$ cat src/rtl/core/esk_pkg.sv
// Shared types and constants for the exchange sort block.
// No dependencies; imported by every module of the block.
package esk_pkg;

  localparam int MAX_ITEMS = 16;
  localparam int IDX_W     = $clog2(MAX_ITEMS);
  localparam int CNT_W     = $clog2(MAX_ITEMS + 1);

  typedef struct packed {
    logic signed [31:0] key;
    logic [7:0]         tag;
    logic               last;
  } in_item_t;

  typedef struct packed {
    logic signed [31:0] key_res;
    logic [7:0]         tag_res;
    logic               last_res;
    logic               overflow;
  } out_item_t;

  typedef struct packed {
    logic signed [31:0] key;
    logic [7:0]         tag;
  } entry_t;

  typedef enum logic [2:0] {
    ST_LOAD,
    ST_RDJ,
    ST_CUR,
    ST_CMP,
    ST_WJ,
    ST_ERD,
    ST_EMIT
  } state_e;

  // controller -> datapath
  typedef struct packed {
    logic load;   // input open
    logic rdj;    // read entry j
    logic cur;    // take entry j as current, read j+1
    logic cmp;    // compare/swap entry i against current
    logic wj;     // write current back to j, read j+1
    logic erd;    // read entry 0 for output
    logic emit;   // load output register, read next
  } cmd_t;

  // datapath -> controller
  typedef struct packed {
    logic in_valid;
    logic in_last;
    logic n_one;
    logic i_end;
    logic j_end;
    logic k_end;
    logic out_free;
  } sts_t;

endpackage

$ cat src/rtl/core/exchange_sort_keys_with_tags_top.sv
// Exchange sort, n entries per set (n <= 16): load takes one item per cycle.
// Sort (n > 1): one compare/swap per cycle on the entry memory, which has one
// read and one write port; a one-entry set skips it. Emit reads entry 0, then
// sends them in order, holding on stall. No item is taken during sort or emit.
// Reset (rst_ni low, async): empty set, no overflow, no result pending.
// Depends on esk_pkg, esk_ctrl, esk_dp.
module exchange_sort_keys_with_tags_top import esk_pkg::*; (
  input  logic      clk_i,
  input  logic      rst_ni,
  input  logic      in_valid_i,
  output logic      in_stall_o,
  input  in_item_t  in_item_i,
  output logic      out_valid_o,
  input  logic      out_stall_i,
  output out_item_t out_item_o
);

  cmd_t cmd;
  sts_t sts;

  // Sequencer: load -> (per j: take j, scan i, write back j) -> emit; one entry skips the sort.
  esk_ctrl u_ctrl (
    .clk_i  (clk_i),
    .rst_ni (rst_ni),
    .sts_i  (sts),
    .cmd_o  (cmd)
  );

  // Entry memory plus current-minimum register; a swap writes the old
  // current entry to slot i and keeps entry i as current.
  esk_dp u_dp (
    .clk_i       (clk_i),
    .rst_ni      (rst_ni),
    .cmd_i       (cmd),
    .sts_o       (sts),
    .in_valid_i  (in_valid_i),
    .in_stall_o  (in_stall_o),
    .in_item_i   (in_item_i),
    .out_valid_o (out_valid_o),
    .out_stall_i (out_stall_i),
    .out_item_o  (out_item_o)
  );

endmodule

$ cat src/rtl/core/esk_ctrl.sv
// Sequencer for load, sort and emit phases.
// Depends on esk_pkg.
module esk_ctrl import esk_pkg::*; (
  input  logic clk_i,
  input  logic rst_ni,
  input  sts_t sts_i,
  output cmd_t cmd_o
);

  state_e state_q, state_d;

  always_ff @(posedge clk_i or negedge rst_ni) begin
    if (!rst_ni) begin
      state_q <= ST_LOAD;
    end else begin
      state_q <= state_d;
    end
  end

  always_comb begin
    state_d = state_q;
    unique case (state_q)
      ST_LOAD: begin
        if (sts_i.in_valid && sts_i.in_last) begin
          state_d = sts_i.n_one ? ST_ERD : ST_RDJ;
        end
      end
      ST_RDJ: state_d = ST_CUR;
      ST_CUR: state_d = ST_CMP;
      ST_CMP: begin
        if (sts_i.i_end) state_d = ST_WJ;
      end
      ST_WJ: state_d = sts_i.j_end ? ST_ERD : ST_CUR;
      ST_ERD: state_d = ST_EMIT;
      ST_EMIT: begin
        if (sts_i.out_free && sts_i.k_end) state_d = ST_LOAD;
      end
      default: state_d = ST_LOAD;
    endcase
  end

  always_comb begin
    cmd_o = '0;
    unique case (state_q)
      ST_LOAD: cmd_o.load = 1'b1;
      ST_RDJ:  cmd_o.rdj  = 1'b1;
      ST_CUR:  cmd_o.cur  = 1'b1;
      ST_CMP:  cmd_o.cmp  = 1'b1;
      ST_WJ:   cmd_o.wj   = 1'b1;
      ST_ERD:  cmd_o.erd  = 1'b1;
      ST_EMIT: cmd_o.emit = sts_i.out_free;
      default: cmd_o = '0;
    endcase
  end

endmodule

$ cat src/rtl/core/esk_dp.sv
// Datapath: entry memory, sort registers, counters and output register.
// Depends on esk_pkg.
module esk_dp import esk_pkg::*; (
  input  logic      clk_i,
  input  logic      rst_ni,
  input  cmd_t      cmd_i,
  output sts_t      sts_o,
  input  logic      in_valid_i,
  output logic      in_stall_o,
  input  in_item_t  in_item_i,
  output logic      out_valid_o,
  input  logic      out_stall_i,
  output out_item_t out_item_o
);

  entry_t mem_q [MAX_ITEMS];

  entry_t            rd_q, cur_q, wdata;
  logic [IDX_W-1:0]  i_q, j_q, k_q, raddr, waddr, n_m1, j_nx;
  logic [CNT_W-1:0]  count_q, n_q;
  logic              ovf_q, set_ovf_q, out_valid_q;
  out_item_t         out_q;
  logic              accept, full, less, ren, we, out_free;

  assign accept   = cmd_i.load & in_valid_i;
  assign full     = (count_q == CNT_W'(MAX_ITEMS));
  assign less     = $signed(rd_q.key) < $signed(cur_q.key);
  assign n_m1     = IDX_W'(n_q - CNT_W'(1));
  assign j_nx     = j_q + IDX_W'(1);
  assign out_free = !out_valid_q || !out_stall_i;

  // single write port
  always_comb begin
    we    = 1'b0;
    waddr = count_q[IDX_W-1:0];
    wdata = cur_q;
    if (accept && !full) begin
      we    = 1'b1;
      wdata = '{key: in_item_i.key, tag: in_item_i.tag};
    end else if (cmd_i.cmp && less) begin
      we    = 1'b1;
      waddr = i_q;
    end else if (cmd_i.wj) begin
      we    = 1'b1;
      waddr = j_q;
    end
  end

  // single read port
  always_comb begin
    ren   = 1'b0;
    raddr = j_q;
    if (cmd_i.rdj) begin
      ren = 1'b1;
    end else if (cmd_i.cur || cmd_i.wj) begin
      ren   = 1'b1;
      raddr = j_nx;
    end else if (cmd_i.cmp) begin
      ren   = (i_q != n_m1);
      raddr = i_q + IDX_W'(1);
    end else if (cmd_i.erd) begin
      ren   = 1'b1;
      raddr = '0;
    end else if (cmd_i.emit) begin
      ren   = 1'b1;
      raddr = k_q + IDX_W'(1);
    end
  end

  always_ff @(posedge clk_i) begin
    if (we) mem_q[waddr] <= wdata;
    if (ren) rd_q <= mem_q[raddr];
  end

  always_ff @(posedge clk_i) begin
    if (cmd_i.cur || (cmd_i.cmp && less)) cur_q <= rd_q;
    if (cmd_i.emit) begin
      out_q <= '{key_res: rd_q.key, tag_res: rd_q.tag,
                 last_res: (k_q == n_m1), overflow: set_ovf_q};
    end
  end

  always_ff @(posedge clk_i or negedge rst_ni) begin
    if (!rst_ni) begin
      count_q     <= '0;
      n_q         <= CNT_W'(1);
      ovf_q       <= 1'b0;
      set_ovf_q   <= 1'b0;
      i_q         <= '0;
      j_q         <= '0;
      k_q         <= '0;
      out_valid_q <= 1'b0;
    end else begin
      if (accept) begin
        if (in_item_i.last) begin
          count_q   <= '0;
          n_q       <= full ? count_q : count_q + CNT_W'(1);
          ovf_q     <= 1'b0;
          set_ovf_q <= ovf_q | full;
          j_q       <= '0;
        end else if (full) begin
          ovf_q <= 1'b1;
        end else begin
          count_q <= count_q + CNT_W'(1);
        end
      end
      if (cmd_i.cur) i_q <= j_nx;
      else if (cmd_i.cmp && (i_q != n_m1)) i_q <= i_q + IDX_W'(1);
      if (cmd_i.wj) j_q <= j_nx;
      if (cmd_i.erd) k_q <= '0;
      else if (cmd_i.emit) k_q <= k_q + IDX_W'(1);
      if (cmd_i.emit) out_valid_q <= 1'b1;
      else if (!out_stall_i) out_valid_q <= 1'b0;
    end
  end

  assign sts_o = '{in_valid: in_valid_i, in_last: in_item_i.last, n_one: (count_q == '0),
                   i_end: (i_q == n_m1), j_end: (j_nx == n_m1), k_end: (k_q == n_m1),
                   out_free: out_free};

  assign in_stall_o  = !cmd_i.load;
  assign out_valid_o = out_valid_q;
  assign out_item_o  = out_q;

endmodule

$ cat config.mk
export PLATFORM = sky130hd
export DESIGN_NAME = exchange_sort_keys_with_tags_top
export DESIGN_NICKNAME = d
export VERILOG_FILES = /design/src/rtl/core/esk_pkg.sv /design/src/rtl/core/exchange_sort_keys_with_tags_top.sv /design/src/rtl/core/esk_ctrl.sv /design/src/rtl/core/esk_dp.sv
export SDC_FILE = /design/constraint.sdc
export NUM_CORES = 1
export LEC_CHECK = 0
export BUFFER_PORTS_ARGS = -buffer_cell sky130_fd_sc_hd__buf_2
export CAP_MARGIN = 10
export CORE_MARGIN = 4
export CORE_UTILIZATION = 45
export CTS_BUF_LIST = sky130_fd_sc_hd__clkbuf_8
export CTS_CLUSTER_SIZE = 8
export DETAILED_ROUTE_END_ITERATION = 16
export HOLD_SLACK_MARGIN = 0.02
export PLACE_DENSITY = 0.63
export SETUP_SLACK_MARGIN = 0.05
export SLEW_MARGIN = 10
export SYNTH_ARGS = -nofsm -noshare
export SYNTH_HDL_FRONTEND = slang
export SYNTH_SLANG_ARGS = --single-unit
export TNS_END_PERCENT = 5
$ cat constraint.sdc
create_clock -name clk_i -period 16.6 [get_ports clk_i]
set_input_delay 2.49 -clock clk_i [delete_from_list [all_inputs] [get_ports clk_i]]
set_output_delay 2.49 -clock clk_i [all_outputs]
set_load 0.02 [all_outputs]
Yosys cells after proc, flatten, opt, wreduce, memory -nomap -nowiden. Memories as Yosys holds them, arrays and structs flattened. A register that Yosys moved wholly into a read port is not among the register bits. Index checks and enable logic that the tools add are counted.

Bits in registers: 109. Bits in writable memories: 640. Bits of input ports: 45. Output and inout bits: 44. Logic and storage cells: 107. Memories: 1.

Add/sub/neg operators: 5. Magnitude comparators: 1. Equality and inequality tests: 15. Muxes and demuxes: 45. Bitwise operators: 2. Reductions and logical operators: 23.

Memories: u_dp.mem_q (depth 16, bits a word 40, rd ports 1, clocked after Yosys merged registers in 1, wr ports 1, RTL line esk_dp.sv:16) `entry_t mem_q [MAX_ITEMS];`.

Operators with widths (count): $mux W4 (15); $mux W40 (1); $lt A32 B32 Y1 (1); $mux W1 (21); $pmux W3 S7 (1); $mux W3 (5); $add A4 B1 Y4 const B (3); $eq A4 B4 Y1 (3); $mux W5 (2); $reduce_bool A2 Y1 (5); $eq A3 B3 Y1 const B (3); $eq A3 B2 Y1 const B (2); $ne A2 B1 Y1 const B (3); $reduce_and A2 Y1 (3); $add A5 B1 Y5 const B (1); $eq A5 B5 Y1 const B (1); $logic_and A1 B1 Y1 (5); $logic_not A5 Y1 (1); $logic_not A1 Y1 (4); $ne A4 B4 Y1 (1); $sub A4 B1 Y4 const B (1); $eq A3 B1 Y1 const B (1); $logic_not A3 Y1 (1); $logic_or A1 B1 Y1 (3); 4 further kinds (4).

Logic depth before layout (Yosys ltp). Gate-level depths: netlist of run 1.

Word-level depth: 8. Depth in mapped cells: 14. Depth with buffers taken out: 10.

Cells and area by module. Synthesis of run 1 repeated with hierarchy kept, for this count alone.

Cell total of the unflattened synthesis: 1976. Area total of the unflattened synthesis: 32359.8 um2.

Modules (own cells, without submodules): esk_dp (instances 1, cells each 1942, area an instance 32065.8 um2); esk_ctrl (instances 1, cells each 34, area an instance 294.0 um2).

Least setup slack after synthesis of run 1. No wires, ideal clock.

Path kind: input to register. From: input in_valid_i. To: memory u_dp.mem_q[14][0] (netlist name) (enable). Library setup time: 0.498 ns. Data arrival time: 6.275 ns. Required time: 16.102 ns. Path slack: 9.827 ns. Stages: 4. Cells stage by stage: nand2_1 -> o21ai_0 -> or4b_1 -> a211oi_1.

Longest elaborated chain between the ends: 5. Elaborated cells on any way between the ends: 6.

RTL lines: start: declaration (RTL line exchange_sort_keys_with_tags_top.sv:10) `input logic in_valid_i,`; $and A1 B1 Y1 * (RTL line esk_dp.sv:25) `assign accept = cmd_i.load & in_valid_i;`; $logic_and A1 B1 Y1 * (RTL line esk_dp.sv:37) `if (accept && !full) begin`; $mux W1 (RTL line esk_dp.sv:37); $mux W1 (RTL line esk_dp.sv:71) `if (we) mem_q[waddr] <= wdata;`; $mux W1 (implied by the code) (RTL line esk_dp.sv:71); end: declaration (RTL line esk_dp.sv:16).

Mark *: on every way between the ends. The rest lies on a longest branch, timed or not.

==> insert_results.sql, run 1 <==
INSERT INTO impl_metrics (metric_group, metric, value, unit) VALUES
('grt', 'via_count_of_the_first_global_routing_pass', '19800', ''),
('critical_path', 'cpLargestDelayFamily', 'buffers and inverters', ''),
('route', 'dr.pass1.iters', '5', ''),
('floorplan', 'rows', '98', ''),
('grt', 'track_usage', '0.209', ''),
('route', 'drc', '0', ''),
('synth', 'synth_async_sr_flop_share', '0.0342', ''),
('cells_and_area', 'stdcell_area', '36500', 'sq um'),
('critical_path', 'critPathKind', 'input port to flop', ''),
('critical_path', 'critPathArrivalTime', '6.50', 'ns'),
('timing', 'setup_ws', '10.59', 'ns'),
('clocking', 'clock_sink_total', '789', ''),
('clocking', 'clk_transition_reported_paths', '0.06', 'ns'),
('synth', 'netlist_area', '32700', 'sq um'),
('grt', 'grt_pass1_wl', '123', 'mm'),
('grt', 'antenna_found_initial', '2', ''),
('synth', 'synthDominantAreaCellType', 'sky130_fd_sc_hd__edfxtp_1', ''),
('route', 'iteration_0_drc_markers', '1947', ''),
('grt', 'grt_remaining_overflow', '0', ''),
('critical_path', 'timing.critical_path.required', '17.09', 'ns'),
('clocking', 'cts_max_level', '4', ''),
('clocking', 'cts_tree', 'done', ''),
('cells_and_area', 'design.final.nets', '2505', ''),
('timing', 'final.period_utilization', '0.362', ''),
('critical_path', 'slowest_stage', 'sky130_fd_sc_hd__buf_4', ''),
('synth', 'post_synth_most_frequent_cells', 'sky130_fd_sc_hd__edfxtp_1 (762), sky130_fd_sc_hd__nand2_1 (388), sky130_fd_sc_hd__and3_1 (166)', ''),
('placed_design', 'finalWeightedCongestion', '0.803', ''),
('timing', 'post-route-min-period', '6.01', 'ns'),
('synth', 'synth_edf_count', '762', ''),
('floorplan', 'initial_core_util', '0.456', ''),
('route', 'via_per_inst', '5.79', ''),
('clocking', 'post_cts_setup_buffers', '0', ''),
('run_status', 'result_of_the_run', 'complete, no violations', ''),
('grt', 'grt_max_degree', '222', ''),
('timing', 'drv_slew', '0', ''),
('route', 'wl_per_cell', '23.4', 'um'),
('timing', 'rsz0062_at_grt', 'no', ''),
('timing', 'timing.fmax', '166', 'MHz'),
('placed_design', 'place_hpwl', '39.0', 'mm'),
('cells_and_area', 'area_delta_synth_final', '11.5', '%'),
('floorplan', 'floorplan.io_pins', '89', ''),
('synth', 'synth_cells', '2303', ''),
('synth', 'syn-mean-instance-area', '14.2', 'sq um'),
('synth', 'synth_sequential_area_ratio', '0.721', ''),
('worst_hold_path', 'worstHoldStart', 'u_dp.rd_q[5]', ''),
('clocking', 'number_of_buffers_created_by_cts', '134', ''),
('synth', 'synth_top_area_share', '0.700', ''),
('cells_and_area', 'final_core_util', '0.508', ''),
('critical_path', 'crit_path_max_incr_delay', '0.94', 'ns'),
('placed_design', 'pre_cts_ws', '9.78', 'ns'),
('placed_design', 'post_dp_cell_area', '34100', 'sq um'),
('synth', 'netlist-cell-type-count', '66', ''),
('clocking', 'holdBufCountCts', '0', ''),
('clocking', 'cts_resized', '0', ''),
('timing', 'finalHoldViolCount', '0', ''),
('clocking', 'clock_path_buffers', '3', ''),
('placed_design', 'port-buffer-count', '88', ''),
('critical_path', 'crit_top_cell', 'sky130_fd_sc_hd__mux2i_1', ''),
('synth', 'dominantRegCellSynth', 'sky130_fd_sc_hd__edfxtp_1', ''),
('critical_path', 'category_of_the_worst_setup_path_capture_point', 'flop', ''),
('floorplan', 'placeableCoreArea', '71700', 'sq um'),
('clocking', 'clockRootBuffer', 'sky130_fd_sc_hd__clkbuf_8', ''),
('timing', 'max_slew.worst_pin.slew', '1.30', 'ns'),
('timing', 'final-setup-viol-count', '0', ''),
('floorplan', 'die_h', '278', 'um'),
('synth', 'syn_warnings', '0', ''),
('synth', 'syn-num-nets', '2385', ''),
('critical_path', 'critical_path.n_buffers_inverters', '4', ''),
('critical_path', 'worst_setup_path_startpoint', 'out_stall_i', ''),
('cells_and_area', 'drive_above_1_share', '0.139', ''),
('synth', 'synth_seq_cells', '789', '');
flip-flops by register name, indices dropped and copies added (netlist names):
signal / cells
u_dp.mem_q: 640
u_dp.out_item_o: 42
u_dp.cur_q: 40
u_dp.rd_q: 40
u_dp.count_q: 5
u_dp.i_q: 4
u_dp.j_q: 4
u_dp.k_q: 4
u_dp.n_q: 4
u_ctrl.state_q: 3
u_dp.out_valid_o: 1
u_dp.ovf_q: 1
u_dp.set_ovf_q: 1
routing by layer:
| metal | vias up | routed length, um | GRT usage |
|---|---|---|---|
| met4 | 0 | 2060 | 0.0730 |
| li1 | 9059 | - | - |
| met1 | 10100 | 35600 | 0.295 |
| met2 | 796 | 37700 | 0.327 |
| met5 | - | 0 | 0 |
| met3 | 152 | 5930 | 0.0407 |
final timing paths:
kind / end / slack, ns / depth (start not counted)
max: u_dp.rd_q[1] / 10.59 / 11
min: u_dp.cur_q[5] / 0.44 / 0
max reg2reg: u_dp.mem_q[10][11] / 10.98 / 10
min reg2reg: u_dp.cur_q[5] / 0.44 / 0
max in group asynchronous: u_dp.k_q[0] / 14.43 / 1
min in group asynchronous: u_dp.count_q[0] / 1.72 / 1
cell families (layout without fill, tap and decap cells):
kind of cell / Yosys count / in the layout / synth area share
flip-flops: 789 / 789 / 0.721
multiplexers: 130 / 130 / 0.0401
adder cells (fa/ha/maj): 37 / 37 / 0.0142
other: 0 / 1 / 0
AO/OA/AOI/OAI: 461 / 461 / 0.0943
buffers and inverters: 203 / 419 / 0.0307
XOR/XNOR: 30 / 30 / 0.00804
AND/OR/NAND/NOR: 653 / 653 / 0.0922
stage by stage:
stage                     hold WS, ns  instances
after global placement          0.433       3237
after CTS                       0.447       3469
final                           0.444       3470
after global routing            0.463       3470
after floorplan                 0.421       2303
after detailed placement        0.433       3237
cell type report:
cell class / count / area [sq um] / area share
clock inverter: 94 / 464 / 0.0127
sequential: 789 / 23600 / 0.646
antenna: 1 / 2.50 / 0.0000687
timing repair buffer: 143 / 866 / 0.0238
tap: 950 / 1190 / 0.0326
inverter: 44 / 170 / 0.00467
multi-input combinational: 1311 / 8300 / 0.228
clock buffer: 138 / 1900 / 0.0521
cell usage in the layout, fill, tap and decap left out, types with 26 or more instances in the layout:
master / synthesis / layout
sky130_fd_sc_hd__ha_1: 37 / 37
sky130_fd_sc_hd__clkbuf_8: 0 / 138
sky130_fd_sc_hd__a21oi_1: 35 / 35
sky130_fd_sc_hd__dfrtp_1: 26 / 26
sky130_fd_sc_hd__a31oi_1: 164 / 164
sky130_fd_sc_hd__mux2i_1: 121 / 121
sky130_fd_sc_hd__inv_1: 42 / 96
sky130_fd_sc_hd__buf_2: 76 / 88
sky130_fd_sc_hd__buf_4: 13 / 54
sky130_fd_sc_hd__o21ai_0: 63 / 59
sky130_fd_sc_hd__nand2_1: 388 / 387
sky130_fd_sc_hd__a211oi_1: 163 / 162
sky130_fd_sc_hd__nor2_1: 35 / 26
sky130_fd_sc_hd__and3_1: 166 / 166
sky130_fd_sc_hd__edfxtp_1: 762 / 762
Power of run 1 is left out: the tool's default activity adds up to more than one toggle a clock period on the data nets, which glitch-free logic cannot reach.
==> run 2: changes to the inputs <==
- PLACE_DENSITY: 0.63 -> 0.65
- clock period: 16.6 -> 5.1 ns (I/O delays scaled with it)
==> run 2 against run 1 <==
Against the previous run: utilization is 0.58 points higher; wire length is 3.0% lower; critical endpoint is now u_dp.mem_q[9][14]; critical path type is now flop to flop; final area is 1.1% higher; non-clock buffer count is 22 higher; clock skew is 0.0073 ns higher.
==> insert_results.sql, run 2 (synthesis gave the netlist of run 1 again) <==
INSERT INTO impl_metrics (metric_group, metric, value, unit) VALUES
('timing', 'max_slew.worst_pin.slew', '1.26', 'ns'),
('critical_path', 'cpLargestDelayFamily', 'simple AND/OR/NAND/NOR gates', ''),
('floorplan', 'die_h', '278', 'um'),
('route', 'wl_per_cell', '22.6', 'um'),
('cells_and_area', 'fillers', '5986', ''),
('run_status', 'result_of_the_run', 'complete, no violations', ''),
('critical_path', 'maximum_net_fanout_on_the_critical_path', '40', ''),
('timing', 'skew_final', '0.0408', 'ns'),
('route', 'iteration_0_drc_markers', '1732', ''),
('clocking', 'cts_tree', 'done', ''),
('critical_path', 'critPathArrivalTime', '5.07', 'ns'),
('clocking', 'clock_sink_total', '789', ''),
('timing', 'finalHoldViolCount', '0', ''),
('timing', 'timing.slew.headroom', '0.152', ''),
('critical_path', 'slowest_stage', 'sky130_fd_sc_hd__nor4_2', ''),
('critical_path', 'crit_path_max_incr_delay', '0.65', 'ns'),
('timing', 'rsz0062_at_grt', 'no', ''),
('grt', 'grt_remaining_overflow', '0', ''),
('critical_path', 'cells_along_the_critical_path', 'ha_1, nand4_1, nor4_2, nand2_1, a31oi_2, nor3_1, o211a_1, a21o_1, nor2_4, buf_4', ''),
('critical_path', 'timing.critical_path.required', '5.48', 'ns'),
('placed_design', 'finalWeightedCongestion', '0.815', ''),
('timing', 'setup_tns', '0', 'ns'),
('cells_and_area', 'final_core_util', '0.514', ''),
('route', 'drt_wl_total', '78.8', 'mm'),
('timing', 'timing.fmax', '213', 'MHz'),
('clocking', 'cts_max_level', '4', ''),
('run', 'maxcap_violations', '0', ''),
('grt', 'via_count_of_the_first_global_routing_pass', '20200', ''),
('floorplan', 'initial_core_util', '0.456', ''),
('grt', 'track_usage', '0.200', ''),
('cells_and_area', 'area_delta_synth_final', '12.8', '%'),
('grt', 'grt_max_degree', '130', ''),
('cells_and_area', 'largest_register_ff_count', '640', ''),
('route', 'via_per_inst', '5.75', ''),
('critical_path', 'critPathKind', 'flop to flop', ''),
('clocking', 'clock_path_buffers', '3', ''),
('worst_hold_path', 'min-delay-path-class', 'input port to flop', ''),
('cells_and_area', 'drive_above_1_share', '0.147', ''),
('timing', 'post-route-min-period', '4.70', 'ns'),
('timing', 'final.period_utilization', '0.921', ''),
('clocking', 'post_cts_setup_buffers', '0', ''),
('floorplan', 'placeableCoreArea', '71700', 'sq um'),
('critical_path', 'setup.worst_path.start_class', 'flop', ''),
('route', 'drc', '0', ''),
('route', 'vias', '20000', ''),
('grt', 'antenna_found_initial', '2', ''),
('cells_and_area', 'final_cell_mix', 'sky130_fd_sc_hd__edfxtp_1 (762), sky130_fd_sc_hd__nand2_1 (387), sky130_fd_sc_hd__and3_1 (166)', ''),
('clocking', 'clockRootBuffer', 'sky130_fd_sc_hd__clkbuf_8', ''),
('clocking', 'worstSkewPairLatency', '0.78', 'ns'),
('timing', 'final-setup-viol-count', '0', ''),
('grt', 'grt_pass1_wl', '120', 'mm'),
('floorplan', 'floorplan.io_pins', '89', ''),
('cells_and_area', 'design.final.nets', '2525', ''),
('route', 'ant_nets', '0', ''),
('timing', 'timing.hold.ws', '0.271', 'ns'),
('clocking', 'cts_resized', '0', ''),
('critical_path', 'category_of_the_worst_setup_path_capture_point', 'flop', ''),
('timing', 'drv_slew', '0', ''),
('floorplan', 'rows', '98', ''),
('placed_design', 'place_hpwl', '42.8', 'mm'),
('floorplan', 'die_w', '278', 'um'),
('clocking', 'number_of_buffers_created_by_cts', '132', ''),
('floorplan', 'die_area', '77000', 'sq um'),
('critical_path', 'critical_path.n_buffers_inverters', '1', ''),
('clocking', 'holdBufCountCts', '1', ''),
('placed_design', 'port-buffer-count', '88', ''),
('route', 'dr.pass1.iters', '8', ''),
('cells_and_area', 'largest_register', 'u_dp.mem_q', ''),
('clocking', 'clk_transition_reported_paths', '0.06', 'ns'),
('cells_and_area', 'layout.cells.most_common', 'sky130_fd_sc_hd__edfxtp_1', '');
## run 2: cell types whose count changed in the layout (fill, tap and decap cells not counted), sizes merged
| cell | change |
|---|---|
| clkinvlp | -1 |
| buf | +21 |
| inv | -8 |
| dlygate4sd3 | +1 |
| clkinv | +8 |
| clkbuf | -3 |
## run 2: worst paths after layout
kind | startpoint | end | slack, ns | depth (start not counted)
setup / recovery | u_dp.rd_q[39] | u_dp.mem_q[9][14] | 0.40 | 10
hold / removal | in_item_i[0] | u_dp.count_q[2] | 0.27 | 2
setup reg to reg | u_dp.rd_q[39] | u_dp.mem_q[9][14] | 0.40 | 10
hold reg to reg | u_dp.rd_q[4] | u_dp.cur_q[4] | 0.45 | 0
max in group asynchronous | rst_ni | u_dp.k_q[1] | 4.13 | 2
min in group asynchronous | rst_ni | u_dp.set_ovf_q | 0.55 | 2
## run 2: layout make-up
class | count | area [sq um] | share of cell area
flip-flops and latches | 789 | 23600 | 0.639
multi-input cells | 1311 | 8300 | 0.225
clock buffers | 135 | 1860 | 0.0504
repair buffers | 165 | 1320 | 0.0358
well taps | 950 | 1190 | 0.0322
clock inverters | 93 | 469 | 0.0127
inverters | 44 | 170 | 0.00462
diodes | 1 | 2.50 | 0.0000679
## run 2: per-layer routing
| layer | GRT usage | part of all wire |
|---|---|---|
| met5 | 0 | 0 |
| met4 | 0.0559 | 0.015 |
| met3 | 0.0409 | 0.063 |
| met2 | 0.322 | 0.48 |
| met1 | 0.281 | 0.45 |
## run 2: metrics by stage
step | worst slack, ns | cell area, sq um | std cells
after floorplan | 0.169 | 32700 | 2303
after CTS | 0.399 | 36800 | 3486
final | 0.405 | 36900 | 3488
after global placement | 0.511 | 34500 | 3257
after global routing | 0.207 | 36900 | 3488
after detailed placement | 0.422 | 34500 | 3257
Power of run 2 is left out for the same reason.
